### config.mk
export PLATFORM = sky130hd
export DESIGN_NAME = nbge_alu
export DESIGN_NICKNAME = d
export VERILOG_FILES = /design/src/design/nbge_pkg.sv /design/src/design/nbge_alu.sv
export SDC_FILE = /design/constraint.sdc
export NUM_CORES = 2
export LEC_CHECK = 0
export BUFFER_PORTS_ARGS = -buffer_cell sky130_fd_sc_hd__buf_4
export CAP_MARGIN = 20
export CORE_MARGIN = 5
export CORE_UTILIZATION = 56
export CTS_CLUSTER_DIAMETER = 150
export DETAILED_ROUTE_END_ITERATION = 8
export GPL_TIMING_DRIVEN = 0
export HOLD_SLACK_MARGIN = 0.03
export PLACE_DENSITY = 0.74
export SETUP_SLACK_MARGIN = 0.02
export SLEW_MARGIN = 40
export SYNTH_ARGS = -nofsm -noshare
export SYNTH_HDL_FRONTEND = slang
export SYNTH_SLANG_ARGS = --single-unit
export TNS_END_PERCENT = 1
### constraint.sdc
create_clock -name clk -period 13.29 [get_ports clk]
set_clock_uncertainty 0.15 [all_clocks]
set_input_delay 0 -clock clk [delete_from_list [all_inputs] [get_ports clk]]
set_output_delay 0 -clock clk [all_outputs]
set_load 0.05 [all_outputs]
### src/design/nbge_pkg.sv
// Package: shared types, constants and arithmetic helpers of the N-body Euler step unit.
`timescale 1ns / 1ps
package nbge_pkg;

  localparam int MAX_BODIES_DEF = 16;

  // Configuration port.
  localparam int CFG_W     = 32;
  localparam int CFG_IDX_W = 2;
  localparam logic [CFG_IDX_W-1:0] CFG_GRAVITY   = 2'd0;
  localparam logic [CFG_IDX_W-1:0] CFG_TIME_STEP = 2'd1;
  localparam logic [CFG_IDX_W-1:0] CFG_AREA_W    = 2'd2;
  localparam logic [CFG_IDX_W-1:0] CFG_AREA_H    = 2'd3;

  localparam logic [31:0] GRAVITY_RST   = 32'd65536;
  localparam logic [31:0] TIME_STEP_RST = 32'd1092;
  localparam logic [15:0] AREA_W_RST    = 16'd800;
  localparam logic [15:0] AREA_H_RST    = 16'd600;

  // Input opcodes.
  localparam logic OP_INSERT = 1'b0;
  localparam logic OP_TICK   = 1'b1;

  localparam int OUT_IDX_W = 4;

  // pi in Q16.16.
  localparam logic [17:0] PI_Q16 = 18'd205887;

  // Saturation limits.
  localparam logic [61:0] ACC_LIM  = 62'(1) << 61;
  localparam logic [40:0] TERM_LIM = 41'(1) << 40;
  localparam logic signed [63:0] ACC_POS = 64'sd2305843009213693952;
  localparam logic signed [63:0] ACC_NEG = -64'sd2305843009213693952;
  localparam logic signed [43:0] S32_MAX = 44'sd2147483647;
  localparam logic signed [43:0] S32_MIN = -44'sd2147483648;

  typedef enum logic [1:0] {
    ALU_MUL,
    ALU_DIV,
    ALU_SQRT
  } alu_op_t;

  typedef struct packed {
    logic         start;
    alu_op_t      op;
    logic [95:0]  a;
    logic [63:0]  b;
  } alu_req_t;

  typedef struct packed {
    logic         busy;
    logic         done;
    logic [127:0] res;
  } alu_rsp_t;

  typedef struct packed {
    logic signed [31:0] pos_x;
    logic signed [31:0] pos_y;
    logic signed [31:0] vel_x;
    logic signed [31:0] vel_y;
    logic [23:0]        radius;
    logic [47:0]        mass;
  } body_t;

  // Unsigned saturation of a quotient at the acceleration limit.
  function automatic logic [61:0] cap_acc(logic [95:0] v);
    return (v > 96'(ACC_LIM)) ? ACC_LIM : v[61:0];
  endfunction

  // Adds a signed term to an acceleration sum and clamps it to +-2^61.
  function automatic logic signed [63:0] acc_add(logic signed [63:0] acc, logic neg,
                                                  logic [61:0] t);
    logic signed [63:0] s;
    logic signed [63:0] sum;
    s   = neg ? -$signed({2'b00, t}) : $signed({2'b00, t});
    sum = acc + s;
    if (sum > ACC_POS) return ACC_POS;
    if (sum < ACC_NEG) return ACC_NEG;
    return sum;
  endfunction

  // One Euler update: value + sign * min((|mult| * dt) >> 16, 2^40), saturated.
  function automatic logic signed [31:0] euler_upd(logic signed [31:0] value, logic neg,
                                                   logic [127:0] prod);
    logic [111:0]       sh;
    logic [40:0]        t;
    logic signed [43:0] s;
    logic signed [43:0] sum;
    sh  = prod[127:16];
    t   = (sh > 112'(TERM_LIM)) ? TERM_LIM : sh[40:0];
    s   = neg ? -$signed({3'b000, t}) : $signed({3'b000, t});
    sum = $signed({{12{value[31]}}, value}) + s;
    if (sum > S32_MAX) return 32'sh7FFFFFFF;
    if (sum < S32_MIN) return 32'sh80000000;
    return sum[31:0];
  endfunction

endpackage

### src/design/nbge_alu.sv
// Shared iterative unit: 64x64 multiply, 96/64 divide and integer square root.
`timescale 1ns / 1ps
module nbge_alu (
  input  logic              clk,
  input  logic              rst_n,
  input  nbge_pkg::alu_req_t req,
  output nbge_pkg::alu_rsp_t rsp
);
  import nbge_pkg::*;

  typedef enum logic [1:0] {
    A_IDLE,
    A_MUL,
    A_DIV,
    A_SQRT
  } alu_state_t;

  localparam logic [6:0] MUL_LAST  = 7'd3;
  localparam logic [6:0] DIV_LAST  = 7'd95;
  localparam logic [6:0] SQRT_LAST = 7'd33;

  alu_state_t   st_r;
  logic [6:0]   cnt_r;
  logic         done_r;
  logic [127:0] acc_r;
  logic [95:0]  n_r;
  logic [63:0]  rem_r;
  logic [63:0]  a_r;
  logic [63:0]  b_r;

  logic [31:0]  a_half;
  logic [31:0]  b_half;
  logic [63:0]  pp;
  logic [127:0] pp_sh;
  logic [64:0]  trial;
  logic [64:0]  diff;
  logic         ge;
  logic [37:0]  sq_trial;
  logic [37:0]  sq_test;
  logic [37:0]  sq_diff;
  logic         sq_ge;

  // One 32x32 partial product per cycle, placed by the step count.
  always_comb begin
    a_half = cnt_r[1] ? a_r[63:32] : a_r[31:0];
    b_half = cnt_r[0] ? b_r[63:32] : b_r[31:0];
    pp     = a_half * b_half;
    case (cnt_r[1:0])
      2'd0:    pp_sh = {64'd0, pp};
      2'd3:    pp_sh = {pp, 64'd0};
      default: pp_sh = {32'd0, pp, 32'd0};
    endcase
  end

  // Restoring division, one quotient bit per cycle.
  assign trial = {rem_r, n_r[95]};
  assign ge    = trial >= {1'b0, b_r};
  assign diff  = trial - {1'b0, b_r};

  // Digit-by-digit square root, one result bit per cycle.
  assign sq_trial = {rem_r[35:0], n_r[95:94]};
  assign sq_test  = {2'b00, acc_r[33:0], 2'b01};
  assign sq_ge    = sq_trial >= sq_test;
  assign sq_diff  = sq_trial - sq_test;

  always_ff @(posedge clk) begin
    if (!rst_n) begin
      st_r   <= A_IDLE;
      cnt_r  <= '0;
      done_r <= 1'b0;
    end else begin
      done_r <= 1'b0;
      unique case (st_r)
        A_IDLE: begin
          if (req.start) begin
            cnt_r <= '0;
            a_r   <= req.a[63:0];
            b_r   <= req.b;
            acc_r <= '0;
            rem_r <= '0;
            unique case (req.op)
              ALU_MUL: begin
                st_r <= A_MUL;
              end
              ALU_DIV: begin
                n_r  <= req.a;
                st_r <= A_DIV;
              end
              ALU_SQRT: begin
                n_r  <= {req.a[67:0], 28'd0};
                st_r <= A_SQRT;
              end
              default: st_r <= A_IDLE;
            endcase
          end
        end
        A_MUL: begin
          acc_r <= acc_r + pp_sh;
          cnt_r <= cnt_r + 7'd1;
          if (cnt_r == MUL_LAST) begin
            done_r <= 1'b1;
            st_r   <= A_IDLE;
          end
        end
        A_DIV: begin
          rem_r <= ge ? diff[63:0] : trial[63:0];
          n_r   <= {n_r[94:0], ge};
          cnt_r <= cnt_r + 7'd1;
          if (cnt_r == DIV_LAST) begin
            acc_r  <= {32'd0, n_r[94:0], ge};
            done_r <= 1'b1;
            st_r   <= A_IDLE;
          end
        end
        A_SQRT: begin
          rem_r <= {28'd0, (sq_ge ? sq_diff[35:0] : sq_trial[35:0])};
          acc_r <= {acc_r[126:0], sq_ge};
          n_r   <= {n_r[93:0], 2'b00};
          cnt_r <= cnt_r + 7'd1;
          if (cnt_r == SQRT_LAST) begin
            done_r <= 1'b1;
            st_r   <= A_IDLE;
          end
        end
        default: st_r <= A_IDLE;
      endcase
    end
  end

  assign rsp.busy = (st_r != A_IDLE);
  assign rsp.done = done_r;
  assign rsp.res  = acc_r;

endmodule

==> summary.md <==
| Metric | Value |
|---|---|
| Average instance area after synthesis | 8.73 µm² |
| Final cycle utilization of the critical path | 99.5% |
| Initial Util | a little under three fifths |
| Ys Warns | 0 |
| Most used cells in the layout excluding fill and tap cells | sky130_fd_sc_hd__inv_1, sky130_fd_sc_hd__fa_1, sky130_fd_sc_hd__nor2_1, sky130_fd_sc_hd__nand2_1, sky130_fd_sc_hd__ha_1 |
| Die outline area | about 130000 µm² |
| Std-Cell Core Area | approximately 120000 µm² |
| Number of H-tree branching levels | 2 |
| Setup-violating endpoint count in the final report | 0 |
| Final WL | about 310000 µm |
| Biggest fanout along the worst timing path | 11 |
| Slowest cell on crit path | sky130_fd_sc_hd__o21ai_0 |
| Worst setup startpoint | cnt_r[0] |
| EDFF count, synth | 416 |
| Chip Height | approximately 360 µm |
| Final routed wire length divided by cell count | between 30 and 40 µm |
| Number of placed I/O pins | ~300 |
| Share of synthesized area occupied by flip-flops and latches | a little under a fifth |
| Placed wire-length estimate | ~250000 µm |
| Number of nets at the end of the flow | 9953 |
| Primary FF master, synth | sky130_fd_sc_hd__edfxtp_1 |
| Type of element capturing the critical path | flip-flop |
| Library cell with the largest summed area after synthesis | sky130_fd_sc_hd__fa_1 |
| Asr flop ratio synth | 0% |
| Final Slew Violations | 0 |
| Final estimated routing congestion in global placement | 1.08 |
| Cell area after layout | around 79000 µm² |
| Setup Crit Path Kind | flip-flop to flip-flop |
| Global route overflow | 0 |
| Sinks on Clock Net | ~430 |
| Run status | completed |
| Initial DRC count | between 9000 and 10000 |
| Detailed-router iteration count before antenna repair | 9 |
| Ranking of synthesized cells by area | sky130_fd_sc_hd__fa_1, sky130_fd_sc_hd__edfxtp_1, sky130_fd_sc_hd__ha_1 |
| Via count | ~65000 |
| Clock root cell | sky130_fd_sc_hd__clkbuf_16 |
| Startpoint of the worst hold path | rst_n |
| Fraction of final layout cells with drive strength greater than 1 | about a tenth |
| Most used cell along the critical path | sky130_fd_sc_hd__fa_1 |
| Global-route wire length before repair | approximately 440000 µm |
| Maximum clock path buffer count | 3 |
| Portion of synthesized cell area occupied by the leading cell type | approximately 27% |
| Setup repair after global routing missed its margin | true |
| Clock tree from TritonCTS | done |
| Initial antenna violation count | 34 |
| Max Cap Violations | 0 |
| Total number of placement rows | around 130 |
| Maximum number of pins on one net before global-route repair | 40 |
| R2R Path Start | cnt_r[0] |
| Vias per inst | 6.48 |
| Count of antenna-violating nets left after detailed routing | 0 |
| Crit path largest cell delay | about 710 ps |
| Arrival time worst endpoint | around 13000 ps |
| Endpoints failing hold | 0 |
| Cts bufs inserted | 53 |
| Post-route minimum period | 13220 ps |
| Post-place instance area | 72400 µm² |
| Most common library cell in the layout ignoring fill and taps | sky130_fd_sc_hd__inv_1 |
| Port bufs | 294 |
| Post-Syn Area | 67200 µm² |
| Synthesized netlist net count | between 9000 and 10000 |
| Worst-skew pair later-pin latency | around 700 ps |
| Number of remaining DRC errors | 0 |
| Vias in the first global route | between 60000 and 70000 |
| Area growth from synthesis to layout | 17.5% |
| Worst min path class | primary input to flip-flop |
| Worst Path Required | between 10000 and 15000 ps |
| Critical Path Source Type | flip-flop |
| Highest attainable clock frequency | 0.0756 GHz |
| Die W | 356 µm |
| Relative slew slack | between 30 and 40% |
| Clock transition at the registers of the reported paths | around 60 ps |
| Count of mapped cells out of synthesis | 7693 |
| Number of library cell types mapped by synthesis | 85 |
| GRT Util Overall | between 40% and 50% |
| Pin slew with the least headroom to its limit | between 1000 and 1500 ps |
| Count of state elements after synthesis | about 430 |
[cell type report]
cell class | instances | area [µm²]
Antenna cell | 30 | 75.1
Buffer | 385 | 1970
Clock buffer | 66 | 1400
Clock inverter | 32 | 267
Fill cell | 9725 | 40600
Inverter | 1096 | 4120
Multi-Input combinational cell | 5764 | 50400
Sequential cell | 426 | 12700
Tap cell | 1612 | 2020
Timing Repair Buffer | 662 | 6020
[state kept, by name (all words and copies together) (netlist names)]
register and flops:
a_r 64, done_r 1, b_r 64, cnt_r 7, n_r 96, acc_r 128
rem_r 64, st_r 2
[worst max-delay path, delay by kind of cell, from the launching register on]
kind	cells	cell delay, ps
flops	1	410
fa+ha+maj	10	4860
simple gates	6	1010
compound gates	13	3890
xor+xnor	2	770
buf+inv	11	1720
[path summary, 6_finish.rpt]
kind	endpoint	slack [ps]	depth (start not counted)
worst max-delay path	acc_r[120]	70	42
worst min-delay path	done_r	70	3
worst max register to register	acc_r[120]	70	42
worst min register to register	cnt_r[2]	430	2
[synth_stat cells, types with 16 or more instances]
cell and instances:
sky130_fd_sc_hd__inv_1 1094, sky130_fd_sc_hd__fa_1 898, sky130_fd_sc_hd__nor2_1 871, sky130_fd_sc_hd__nand2_1 866, sky130_fd_sc_hd__ha_1 502, sky130_fd_sc_hd__a21oi_1 475, sky130_fd_sc_hd__edfxtp_1 416, sky130_fd_sc_hd__clkbuf_1 372
sky130_fd_sc_hd__o21ai_0 286, sky130_fd_sc_hd__mux2i_1 203, sky130_fd_sc_hd__xnor2_1 168, sky130_fd_sc_hd__a21o_1 158, sky130_fd_sc_hd__nor2b_1 108, sky130_fd_sc_hd__xor2_1 102, sky130_fd_sc_hd__nand4_1 98, sky130_fd_sc_hd__a211oi_1 97
sky130_fd_sc_hd__o22ai_1 87, sky130_fd_sc_hd__and2_1 73, sky130_fd_sc_hd__nand3_1 72, sky130_fd_sc_hd__o21bai_1 61, sky130_fd_sc_hd__a31oi_1 54, sky130_fd_sc_hd__a22o_1 52, sky130_fd_sc_hd__nor3_1 45, sky130_fd_sc_hd__o21ai_1 43
sky130_fd_sc_hd__and3_1 37, sky130_fd_sc_hd__mux2_2 36, sky130_fd_sc_hd__o21a_1 31, sky130_fd_sc_hd__nand2b_1 29, sky130_fd_sc_hd__o211ai_1 28, sky130_fd_sc_hd__buf_1 25, sky130_fd_sc_hd__a21boi_1 22, sky130_fd_sc_hd__or3_1 22
sky130_fd_sc_hd__a21boi_0 20, sky130_fd_sc_hd__nor4_1 18, sky130_fd_sc_hd__o31ai_1 18, sky130_fd_sc_hd__a221oi_1 16, sky130_fd_sc_hd__a311oi_1 16
[repair_timing]
action,CTS,global route
endpoints found under the hold margin,337,0
setup endpoints to repair,96,67
gates resized for setup,266,214
pin swaps,20,17
hold buffers,278,0
setup buffers,42,24
[metrics by stage]
step                setup WS (ps)  utilization (%)  setup TNS, ps  instances  hold WS, ps
floorplan                    1060                -              0       7693        -51.1
finish                       66.3             66.1              0      10073         66.7
global placement            -3770             59.8        -282460       9599         28.7
global route                -75.9             66.0           -449      10045         46.2
detailed placement          -3100             60.6        -164530       9622         29.3
CTS                          18.4             65.4              0      10033         30.4
[logic make-up after synthesis]
logic type	Yosys count	share of synthesized area (%)
flip-flops	426	18.9
adder cells (fa/ha/maj)	1400	36.1
buffers and inverters	1503	8.42
multiplexers	239	3.63
XOR/XNOR	270	3.52
AND/OR/NAND/NOR	2282	14.7
AO/OA/AOI/OAI	1573	14.8
[metal layers]
metal	routed length [µm]	vias to the layer above	track usage [%]
li1	-	26995	-
met1	110000	31468	61.9
met2	124000	5512	67.9
met3	48400	1229	18.5
met4	27700	26	32.0
met5	222	-	0.0755
Power is left out: the tool's default activity adds up to more than one toggle a clock period on the data nets, which glitch-free logic cannot reach.
